--- src/hw/rtl/nsfc_pkg.sv ---
// Package for the NMEA sentence framer and checker: limits, character codes,
// status and sentence-kind codes, and the helper functions used by the datapath.
// Depends on nothing.
package nsfc_pkg;

   localparam int unsigned LINE_LIMIT       = 99;
   localparam int unsigned FIELD_LIMIT      = 24;
   localparam int unsigned FIELD_CHAR_LIMIT = 20;
   localparam int unsigned HEAD_CHARS       = 6;

   localparam int unsigned LINE_W     = $clog2(LINE_LIMIT + 1);
   localparam int unsigned FIELD_W    = $clog2(FIELD_LIMIT + 1);
   localparam int unsigned FCHAR_W    = $clog2(FIELD_CHAR_LIMIT + 1);
   localparam int unsigned HEAD_IDX_W = $clog2(HEAD_CHARS);

   localparam int unsigned BYTE_W   = 8;
   localparam int unsigned CODE_W   = 3;
   localparam int unsigned COUNT_W  = 5;
   localparam int unsigned RSUM_W   = 16;
   localparam int unsigned SLEN_W   = 7;
   localparam int unsigned DIGIT_W  = 6;
   localparam int unsigned KIND_NUM = 4;

   typedef logic [BYTE_W-1:0] byte_type;
   typedef logic [CODE_W-1:0] code_type;
   typedef logic [HEAD_CHARS-1:0][BYTE_W-1:0] head_type;

   localparam byte_type CH_DOLLAR = 8'h24;
   localparam byte_type CH_CR     = 8'h0D;
   localparam byte_type CH_COMMA  = 8'h2C;
   localparam byte_type CH_STAR   = 8'h2A;

   localparam code_type ST_OK        = 3'd0;
   localparam code_type ST_MISMATCH  = 3'd1;
   localparam code_type ST_FIELDS    = 3'd2;
   localparam code_type ST_FIELD_LEN = 3'd3;
   localparam code_type ST_NO_STAR   = 3'd4;

   localparam code_type KIND_OTHER = 3'd0;

   // Index k holds the pattern reported as kind k + 1.
   localparam logic [KIND_NUM-1:0][3*BYTE_W-1:0] KIND_PAT = {"GSV", "GGA", "GSA", "RMC"};

   function automatic logic [DIGIT_W-1:0] digit_value(input byte_type b);
      logic [DIGIT_W-1:0] v;
      v = '0;
      if (b >= "0" && b <= "9") begin
         v = DIGIT_W'(b - "0");
      end else if (b >= "a" && b <= "z") begin
         v = DIGIT_W'(b - "a" + 8'd10);
      end else if (b >= "A" && b <= "Z") begin
         v = DIGIT_W'(b - "A" + 8'd10);
      end
      return v;
   endfunction

   function automatic code_type find_kind(input head_type head);
      code_type kind;
      kind = KIND_OTHER;
      for (int k = KIND_NUM - 1; k >= 0; k--) begin
         for (int off = 0; off + 3 <= HEAD_CHARS; off++) begin
            if ({head[off], head[off+1], head[off+2]} == KIND_PAT[k]) begin
               kind = CODE_W'(k + 1);
            end
         end
      end
      return kind;
   endfunction

endpackage

--- src/hw/rtl/nmea_sentence_framer_checker_unit.sv ---
// NMEA-0183 sentence framer and checksum checker, top level.
// Depends on nsfc_pkg for limits, codes and the digit and kind helpers.
//
//   channel  direction  handshake             payload
//   req      in         req_valid/req_stall   req_in_byte
//   rsp      out        rsp_valid/rsp_stall   rsp_status, rsp_sentence_kind,
//                                             rsp_field_count, rsp_computed_sum,
//                                             rsp_received_sum, rsp_sentence_length
//
// One byte is taken per cycle unless a carriage return waits on a stalled result; each
// byte is held in an input register while the sentence state is updated, and a carriage
// return inside a sentence loads the result register as it leaves the input register.
// Reset clears capture state and both valid flags.
// A stalled result blocks only a byte that would produce another result.
module nmea_sentence_framer_checker_unit (
   input  logic                          clock,
   input  logic                          reset,
   input  logic                          req_valid,
   output logic                          req_stall,
   input  logic [nsfc_pkg::BYTE_W-1:0]   req_in_byte,
   output logic                          rsp_valid,
   input  logic                          rsp_stall,
   output logic [nsfc_pkg::CODE_W-1:0]   rsp_status,
   output logic [nsfc_pkg::CODE_W-1:0]   rsp_sentence_kind,
   output logic [nsfc_pkg::COUNT_W-1:0]  rsp_field_count,
   output logic [nsfc_pkg::BYTE_W-1:0]   rsp_computed_sum,
   output logic [nsfc_pkg::RSUM_W-1:0]   rsp_received_sum,
   output logic [nsfc_pkg::SLEN_W-1:0]   rsp_sentence_length
);

   logic                            in_valid_ff;
   nsfc_pkg::byte_type              in_byte_ff;

   logic                            capturing_ff, capturing_in;
   logic [nsfc_pkg::LINE_W-1:0]     line_len_ff, line_len_in;
   nsfc_pkg::byte_type              xor_ff, xor_in;
   logic                            star_ff, star_in;
   logic [nsfc_pkg::RSUM_W-1:0]     hex_ff, hex_in;
   logic [nsfc_pkg::FIELD_W-1:0]    sep_cnt_ff, sep_cnt_in;
   logic [nsfc_pkg::FCHAR_W-1:0]    fchars_ff, fchars_in;
   nsfc_pkg::head_type              head_ff, head_in;
   nsfc_pkg::code_type              error_ff, error_in;

   logic                            rsp_valid_ff;
   nsfc_pkg::code_type              status_ff, status_in;
   nsfc_pkg::code_type              kind_ff;
   logic [nsfc_pkg::COUNT_W-1:0]    count_ff;
   nsfc_pkg::byte_type              csum_ff;
   logic [nsfc_pkg::RSUM_W-1:0]     rsum_ff;
   logic [nsfc_pkg::SLEN_W-1:0]     slen_ff;

   logic                            is_dollar, is_cr, is_sep, active, emit, out_free, fire;
   logic [nsfc_pkg::RSUM_W:0]       hex_sum;

   assign is_dollar = (in_byte_ff == nsfc_pkg::CH_DOLLAR);
   assign is_cr     = (in_byte_ff == nsfc_pkg::CH_CR);
   assign is_sep    = (in_byte_ff == nsfc_pkg::CH_COMMA) || (in_byte_ff == nsfc_pkg::CH_STAR);
   assign active    = is_dollar || capturing_ff;
   assign emit      = active && is_cr;
   assign out_free  = !rsp_valid_ff || !rsp_stall;
   assign fire      = in_valid_ff && (!emit || out_free);
   assign req_stall = in_valid_ff && !fire;

   always_comb begin
      logic [nsfc_pkg::LINE_W-1:0] pos;

      line_len_in  = is_dollar ? '0 : line_len_ff;
      xor_in       = is_dollar ? '0 : xor_ff;
      star_in      = is_dollar ? 1'b0 : star_ff;
      hex_in       = is_dollar ? '0 : hex_ff;
      sep_cnt_in   = is_dollar ? '0 : sep_cnt_ff;
      fchars_in    = is_dollar ? '0 : fchars_ff;
      head_in      = is_dollar ? '0 : head_ff;
      error_in     = is_dollar ? nsfc_pkg::ST_OK : error_ff;
      capturing_in = active;
      pos          = line_len_in;
      hex_sum      = {1'b0, hex_in[nsfc_pkg::RSUM_W-5:0], 4'b0000}
                     + (nsfc_pkg::RSUM_W + 1)'(nsfc_pkg::digit_value(in_byte_ff));

      if (emit) begin
         capturing_in = 1'b0;
      end else if (active) begin
         if (pos < nsfc_pkg::LINE_W'(nsfc_pkg::HEAD_CHARS) && sep_cnt_in == '0 && !is_sep) begin
            head_in[pos[nsfc_pkg::HEAD_IDX_W-1:0]] =
               head_in[pos[nsfc_pkg::HEAD_IDX_W-1:0]] | in_byte_ff;
         end

         if (star_in) begin
            if (hex_in[nsfc_pkg::RSUM_W-1:nsfc_pkg::RSUM_W-4] != '0 || hex_sum[nsfc_pkg::RSUM_W])
            begin
               hex_in = '1;
            end else begin
               hex_in = hex_sum[nsfc_pkg::RSUM_W-1:0];
            end
         end else if (in_byte_ff == nsfc_pkg::CH_STAR) begin
            star_in = 1'b1;
         end else if (pos != '0) begin
            xor_in = xor_in ^ in_byte_ff;
         end

         if (error_in == nsfc_pkg::ST_OK) begin
            if (is_sep) begin
               sep_cnt_in = sep_cnt_in + 1'b1;
               fchars_in  = '0;
               if (sep_cnt_in >= nsfc_pkg::FIELD_W'(nsfc_pkg::FIELD_LIMIT)) begin
                  error_in = nsfc_pkg::ST_FIELDS;
               end
            end else begin
               fchars_in = fchars_in + 1'b1;
               if (fchars_in >= nsfc_pkg::FCHAR_W'(nsfc_pkg::FIELD_CHAR_LIMIT)) begin
                  error_in = nsfc_pkg::ST_FIELD_LEN;
               end
            end
         end

         line_len_in = pos + 1'b1;
         if (line_len_in >= nsfc_pkg::LINE_W'(nsfc_pkg::LINE_LIMIT)) begin
            capturing_in = 1'b0;
         end
      end

      if (error_ff != nsfc_pkg::ST_OK) begin
         status_in = error_ff;
      end else if (!star_ff) begin
         status_in = nsfc_pkg::ST_NO_STAR;
      end else if (nsfc_pkg::RSUM_W'(xor_ff) != hex_ff) begin
         status_in = nsfc_pkg::ST_MISMATCH;
      end else begin
         status_in = nsfc_pkg::ST_OK;
      end
   end

   always_ff @(posedge clock) begin
      if (reset) begin
         in_valid_ff <= 1'b0;
      end else if (req_valid && !req_stall) begin
         in_valid_ff <= 1'b1;
      end else if (fire) begin
         in_valid_ff <= 1'b0;
      end
      if (req_valid && !req_stall) begin
         in_byte_ff <= req_in_byte;
      end
   end

   always_ff @(posedge clock) begin
      if (reset) begin
         capturing_ff <= 1'b0;
         line_len_ff  <= '0;
         xor_ff       <= '0;
         star_ff      <= 1'b0;
         hex_ff       <= '0;
         sep_cnt_ff   <= '0;
         fchars_ff    <= '0;
         head_ff      <= '0;
         error_ff     <= nsfc_pkg::ST_OK;
      end else if (fire) begin
         capturing_ff <= capturing_in;
         line_len_ff  <= line_len_in;
         xor_ff       <= xor_in;
         star_ff      <= star_in;
         hex_ff       <= hex_in;
         sep_cnt_ff   <= sep_cnt_in;
         fchars_ff    <= fchars_in;
         head_ff      <= head_in;
         error_ff     <= error_in;
      end
   end

   always_ff @(posedge clock) begin
      if (reset) begin
         rsp_valid_ff <= 1'b0;
      end else if (fire && emit) begin
         rsp_valid_ff <= 1'b1;
      end else if (!rsp_stall) begin
         rsp_valid_ff <= 1'b0;
      end
      if (fire && emit) begin
         status_ff <= status_in;
         kind_ff   <= nsfc_pkg::find_kind(head_ff);
         count_ff  <= nsfc_pkg::COUNT_W'(sep_cnt_ff);
         csum_ff   <= xor_ff;
         rsum_ff   <= hex_ff;
         slen_ff   <= nsfc_pkg::SLEN_W'(line_len_ff);
      end
   end

   assign rsp_valid           = rsp_valid_ff;
   assign rsp_status          = status_ff;
   assign rsp_sentence_kind   = kind_ff;
   assign rsp_field_count     = count_ff;
   assign rsp_computed_sum    = csum_ff;
   assign rsp_received_sum    = rsum_ff;
   assign rsp_sentence_length = slen_ff;

   a_sep_bound: assert property (@(posedge clock) disable iff (reset)
      sep_cnt_ff <= nsfc_pkg::FIELD_W'(nsfc_pkg::FIELD_LIMIT))
      else $error("separator count above its limit");

   a_fchar_bound: assert property (@(posedge clock) disable iff (reset)
      fchars_ff <= nsfc_pkg::FCHAR_W'(nsfc_pkg::FIELD_CHAR_LIMIT))
      else $error("field character count above its limit");

   a_capture_len: assert property (@(posedge clock) disable iff (reset)
      capturing_ff |-> line_len_ff < nsfc_pkg::LINE_W'(nsfc_pkg::LINE_LIMIT))
      else $error("capture still open at the line limit");

   a_emit_loads: assert property (@(posedge clock) disable iff (reset)
      fire && emit |=> rsp_valid)
      else $error("carriage return did not load a result");

   a_error_freeze: assert property (@(posedge clock) disable iff (reset)
      error_ff != nsfc_pkg::ST_OK && !(fire && is_dollar) |=> $stable(sep_cnt_ff))
      else $error("separator count moved after a field error");

endmodule
--- config.mk ---
export PLATFORM = sky130hd
export DESIGN_NAME = nmea_sentence_framer_checker_unit
export DESIGN_NICKNAME = d
export VERILOG_FILES = /design/src/hw/rtl/nsfc_pkg.sv /design/src/hw/rtl/nmea_sentence_framer_checker_unit.sv
export SDC_FILE = /design/constraint.sdc
export NUM_CORES = 1
export LEC_CHECK = 0
export ABC_AREA = 1
export BUFFER_PORTS_ARGS = -buffer_cell sky130_fd_sc_hd__buf_2
export CORE_ASPECT_RATIO = 0.75
export CORE_MARGIN = 3
export CORE_UTILIZATION = 60
export CTS_CLUSTER_SIZE = 12
export DETAILED_ROUTE_END_ITERATION = 16
export PLACE_DENSITY_LB_ADDON = 0.2
export SETUP_SLACK_MARGIN = 0.5
export SLEW_MARGIN = 20
export SYNTH_ARGS = -nofsm -noshare
export SYNTH_HDL_FRONTEND = slang
export SYNTH_SLANG_ARGS = --single-unit
--- constraint.sdc ---
create_clock -name clock -period 8.1 [get_ports clock]
set_clock_uncertainty 0.15 [all_clocks]
set_input_delay 2.43 -clock clock [delete_from_list [all_inputs] [get_ports clock]]
set_output_delay 2.43 -clock clock [all_outputs]
set_load 0.005 [all_outputs]
==> results of run 1 <==
## metrics by stage
stage / total power [mW] / worst slack [ns] / hold WS [ns]
after floorplan: 0.976 / 2.81 / 0.253
after global placement: 1.03 / 2.60 / 0.284
after detailed placement: 1.04 / 2.60 / 0.284
after CTS: 1.86 / 2.57 / 0.302
after global routing: 1.93 / 2.30 / 0.318
final: 1.87 / 2.53 / 0.306
## area by class of cell
cell class                      count  area, µm²
Clock buffer                       19        443
Clock inverter                     13        175
Fill cell                        1257       4650
Inverter                          162        608
Multi-Input combinational cell    934       4750
Sequential cell                   146       3420
Tap cell                          200        250
Timing Repair Buffer               63        335
## worst register-to-register path, stage by stage, from the launching register on
cell	delay, ns
edfxtp_1	0.46
inv_1	0.28
ha_1	0.24
nand3_2	0.10
nor2_4	0.11
buf_4	0.63
nor2_1	0.15
ha_1	0.25
fa_1	0.41
nand3_1	0.19
inv_1	0.07
nand3_1	0.10
nand2_1	0.26
inv_1	0.29
o21ai_0	0.16
nand2_1	0.08
a21oi_1	0.06
## kinds of logic after synthesis
logic type	Yosys count
flip-flops	146
XOR/XNOR	19
AND/OR/NAND/NOR	587
AO/OA/AOI/OAI	308
adder cells (fa/ha/maj)	20
buffers and inverters	219
## sequential cells by signal, summed over array words and instances (netlist names), 5 cells and up
name                 cells
head_ff                 48
hex_ff                  16
rsp_received_sum        16
in_byte_ff               8
rsp_computed_sum         8
xor_ff                   8
line_len_ff              7
rsp_sentence_length      7
fchars_ff                5
rsp_field_count          5
sep_cnt_ff               5
## layer usage
layer  part of all wire, %  wire length (µm)
met5                     0                 0
met4                   2.2               616
met3                    14              3990
met2                    40             11000
met1                    44             12100
## power by group through the flow
stage          registers, mW  logic [mW]  clock network (mW)
2_1_floorplan          0.816       0.160                   0
3_3_place_gp           0.825       0.208                   0
3_5_place_dp           0.826       0.212                   0
4_1_cts                0.811       0.215               0.839
5_1_grt                0.815       0.245               0.869
6_report               0.812       0.224               0.837
## path summary, 6_finish.rpt
kind,from,endpoint,depth (start not counted)
worst max-delay path,in_byte_ff[0],req_stall,10
worst min-delay path,hex_ff[2],rsp_received_sum[2],0
worst max register to register,in_byte_ff[0],hex_ff[2],16
worst min register to register,hex_ff[2],rsp_received_sum[2],0
## synth_stat cells (all sizes together)
library cell  count  area share (%)
nand2           268              11
inv             161             6.7
a21oi           146             8.1
nor2            135             6.5
o21ai           127             7.1
nand3           101             6.0
dfxtp            96              21
edfxtp           50              17
buf              31             2.1
nand4            30             2.2
nor3             30             1.8
clkbuf           26             1.1
ha               19             2.6
xor2             16             1.5
a31oi            14            0.97
nor4             12            0.83
o211ai           10            0.83
nor3b             4            0.39
o22ai             3            0.28
or2               3            0.21
xnor2             3            0.29
nand3b            2            0.17
a21o              1           0.083
a22oi             1           0.083
a31o              1           0.097
clkinv            1           0.041
fa                1            0.22
nand2b            1           0.069
nor4b             1           0.097
o2111ai           1           0.097
o21a              1           0.083
o21bai            1           0.083
o311a             1            0.11
o31ai             1           0.083
==> reports/metrics.cfg, run 1 <==
[drt]
routedWlPerCell_um=18.0
remaining_drc_errors=0
vias=9360
drt_first_pass_iters=6
drt_iter0_drc=1314
avgViaCountPerCell=6.09
antenna_left=0
routed_wl_um=27700

[flow_run]
cap_viol_max_count=0

[power]
power_frac_comb_pct=12.0
intPower_mw=1.35
p_switching_mw=0.527
p_per_area_nw_per_um2=187
power_leakage_nw=4.26
p_clk_share_pct=44.7
ir_drop_v=0.000166
swShare_pct=28.1
power_frac_seq_pct=43.4

[worst_setup_path]
critPathMaxStageDelay_ns=0.63
worstSetupPathType=register to output pin
ff2ff_setup_slack_ns=4.01
worstSetupEndpointType=output pin
cp.buffers_inverters=4
crit_family=buffers and inverters
required_ns=5.52
slowest_stage=buf_4
start_kind=register
worstPathArrival_ns=2.99
worstPathCellList=inv_1 -> ha_1 -> nand3_2 -> nor2_4 -> buf_4 -> nor2_1 -> nor2_1 -> nand3_1 -> inv_1 -> buf_2
worst-path-max-fanout=57

[logic_synthesis]
yosysUniqueCellTypes=51
syn_area_um2=9070
synthSimpleGateAreaFrac_pct=29.7
synth_top_family_by_area=simple AND/OR/NAND/NOR gates
synthXorXnorAreaFrac_pct=1.83
ys_seq_area_share_pct=37.7
synthMuxAreaShare_pct=0
ys_ff_latch=146
ys_warn_count=0
avgSynthCellArea_um2=6.99
synth_cells=1299
syn_nets=1331
synthAdderAreaFrac_pct=2.84
synth_compound_area_share_pct=18.0

[clock_network]
cts_made_buffers=17
holdBufCountCts=0
cts_resized=0
cts.sinks=146
clock_latency_ns=0.43
cts.htree.levels=4
path_clk_slew_ns=0.06
cts_setup_buffers=0
cts_tree=yes
cts_buffer_depth=2
cts_root_buf=clkbuf_16

[worst_hold_path]
worstHoldPathType=register to register

[sta]
min_period_ns=5.57
clock.fmax_mhz=179
worst_pin_slew_ns=1.07
hold_violations=0
min_period_over_period_pct=68.8
slew-limit-headroom_pct=28.9
setup_violations=0
rsz0062_at_grt=false
drv_slew=0
setup_tns_ns=0

[floorplan]
die_h_um=113
pin_count=56
rows=38
fp.coreArea_um2=14600
die_x_um=148
start_util_pct=62.0
die_area_um2=16700

[placed_design]
postPlaceCellArea_um2=9370
io_buffers=55
dp_hpwl_um=18700
placedCellCount=1505
gp_congestion=1.01

[global_route]
grt_max_degree=92
gr-usage-met2_pct=45.8
busiest_layer=met1
grtUsageMet3_pct=11.1
grtUsageTotal_pct=33.1
grt-ovfl-total=0
met1_usage_pct=48.8
antenna_found_initial=0
grt_pass1_wl_um=44200
first_global_vias=8560

[cells_and_area]
layout_common_cells=nand2_1 (255), inv_1 (150), a21oi_1 (145)
nets=1356
area_delta_synth_final_pct=10.1
utilization_pct=68.2
stdcell_area_um2=9990
layout_commonest_cell=nand2_1
antenna_cells=0
fin_cells=1537
drive_above_1_share_pct=11.1

[run_status]
status=finished clean

Power figures use the tool's default switching activity.
==> run 2, diff against run 1 <==
clock period = 5.6 ns   (was 8.1 ns; I/O delays follow)
==> reports/metrics.cfg, run 2 (synthesized netlist as in run 1, its figures left out) <==
[sta]
fin_ws_ns=1.26
min_period_ns=4.34
rsz0062_at_grt=false
setup_tns_ns=0
setup_violations=0
clock.fmax_mhz=230
hold_violations=0
min_period_over_period_pct=77.6
slew-limit-headroom_pct=29.2
worst_pin_slew_ns=1.06
drv_slew=0

[power]
power_leakage_nw=4.24
p_per_area_nw_per_um2=264
swShare_pct=29.5
p_clk_share_pct=43.0
power_frac_seq_pct=44.7
power_frac_comb_pct=12.2
intPower_mw=1.85
ir_drop_v=0.000231
p_switching_mw=0.776

[cells_and_area]
drive_above_1_share_pct=11.1
fin_cells=1537
area_delta_synth_final_pct=9.61
largest_register_ffs=48
largest_register=head_ff
nets=1356
layout_common_cells=nand2_1 (255), inv_1 (150), a21oi_1 (145)
antenna_cells=0
fillCellCount=1347
layout_commonest_cell=nand2_1

[drt]
routed_wl_um=27400
antenna_left=0
avgViaCountPerCell=6.04
remaining_drc_errors=0
vias=9286
drt_first_pass_iters=6
routedWlPerCell_um=17.8
drt_iter0_drc=1505

[placed_design]
io_buffers=55
place_ws_ns=1.60
gp_congestion=1.03
dp_hpwl_um=18700
placedCellCount=1505

[clock_network]
cts_root_buf=clkbuf_16
clock_latency_ns=0.43
cts_made_buffers=17
holdBufCountCts=0
cts_tree=yes
cts_resized=0
cts_setup_buffers=0
cts_buffer_depth=2
cts.sinks=146
cts.htree.levels=4
path_clk_slew_ns=0.06

[worst_setup_path]
worstPathCellList=inv_1 -> ha_1 -> nand4_1 -> nor2_1 -> nand3_1 -> inv_1 -> buf_2
start_kind=register
worstSetupPathType=register to output pin
crit_top_cell=inv_1
reg2reg_to=hex_ff[2]
cp.buffers_inverters=3
worstPathArrival_ns=2.51
crit_family=simple AND/OR/NAND/NOR gates
required_ns=3.77
worstSetupEndpointType=output pin
ff2ff_path_depth=16
slowest_stage=edfxtp_1
ff2ff_setup_slack_ns=1.47
r2r_start=in_byte_ff[0]
worst-path-max-fanout=7
critPathMaxStageDelay_ns=0.46

[global_route]
grt_pass1_wl_um=44000
first_global_vias=8205
grt_max_degree=80
grtUsageTotal_pct=33.0
antenna_found_initial=0
grt-ovfl-total=0

[flow_run]
cap_viol_max_count=0

[floorplan]
pin_count=56
start_util_pct=62.0
fp.coreArea_um2=14600
rows=38
die_h_um=113
die_x_um=148
die_area_um2=16700

[worst_hold_path]
hold_start=hex_ff[2]
worstHoldPathType=register to register
hold_depth=0
holdPathEnd=rsp_received_sum[2]

[run_status]
status=finished clean

-- run 2: changes by cell type in the layout (fill, tap and decap cells not counted), sizes merged --
cell    before  now
inv        165  167
clkinv       3    4
bufinv       3    1
clkbuf      19   18
-- run 2: power by group through the flow --
stage / Combinational (mW) / Clock [mW] / Sequential, mW
2_1_floorplan: 0.231 / 0 / 1.18
3_3_place_gp: 0.301 / 0 / 1.20
3_5_place_dp: 0.306 / 0 / 1.20
4_1_cts: 0.309 / 1.13 / 1.17
6_report: 0.322 / 1.13 / 1.18
5_1_grt: 0.354 / 1.19 / 1.18
-- run 2: metrics by stage --
stage	total power, mW	utilization (%)	hold WS, ns	cell area [µm²]
after global routing	2.72	67.9	0.322	9950
after detailed placement	1.50	64.0	0.297	9370
final	2.63	67.9	0.321	9950
after CTS	2.61	67.9	0.314	9950
after global placement	1.50	64.0	0.295	9370
after floorplan	1.41	-	0.253	9070
-- run 2: cell type report --
type,instances,area [µm²],area share (%)
well taps,200,250,2.52
inverters,162,608,6.11
flip-flops and latches,146,3420,34.4
clock buffers,18,429,4.31
repair buffers,63,335,3.37
clock inverters,14,146,1.47
multi-input cells,934,4750,47.8
-- run 2: layer usage --
layer,GRT usage [%],share of wire [%]
met5,0,0
met4,9.23,1.8
met2,43.8,40
met1,50.5,45
met3,11.4,14
-- run 2: how the worst max path moves through the flow --
| stage | startpoint | to | slack [ns] | cells after the start |
|---|---|---|---|---|
| 2_1_floorplan | rsp_stall | rsp_computed_sum[0] | 1.79 | 9 |
| 3_3_place_gp | rsp_stall | req_stall | 1.60 | 6 |
| 3_5_place_dp | rsp_stall | req_stall | 1.60 | 6 |
| 4_1_cts | in_byte_ff[1] | req_stall | 1.28 | 7 |
| 5_1_grt | in_byte_ff[1] | req_stall | 1.08 | 7 |
| 6_report | in_byte_ff[1] | req_stall | 1.26 | 7 |
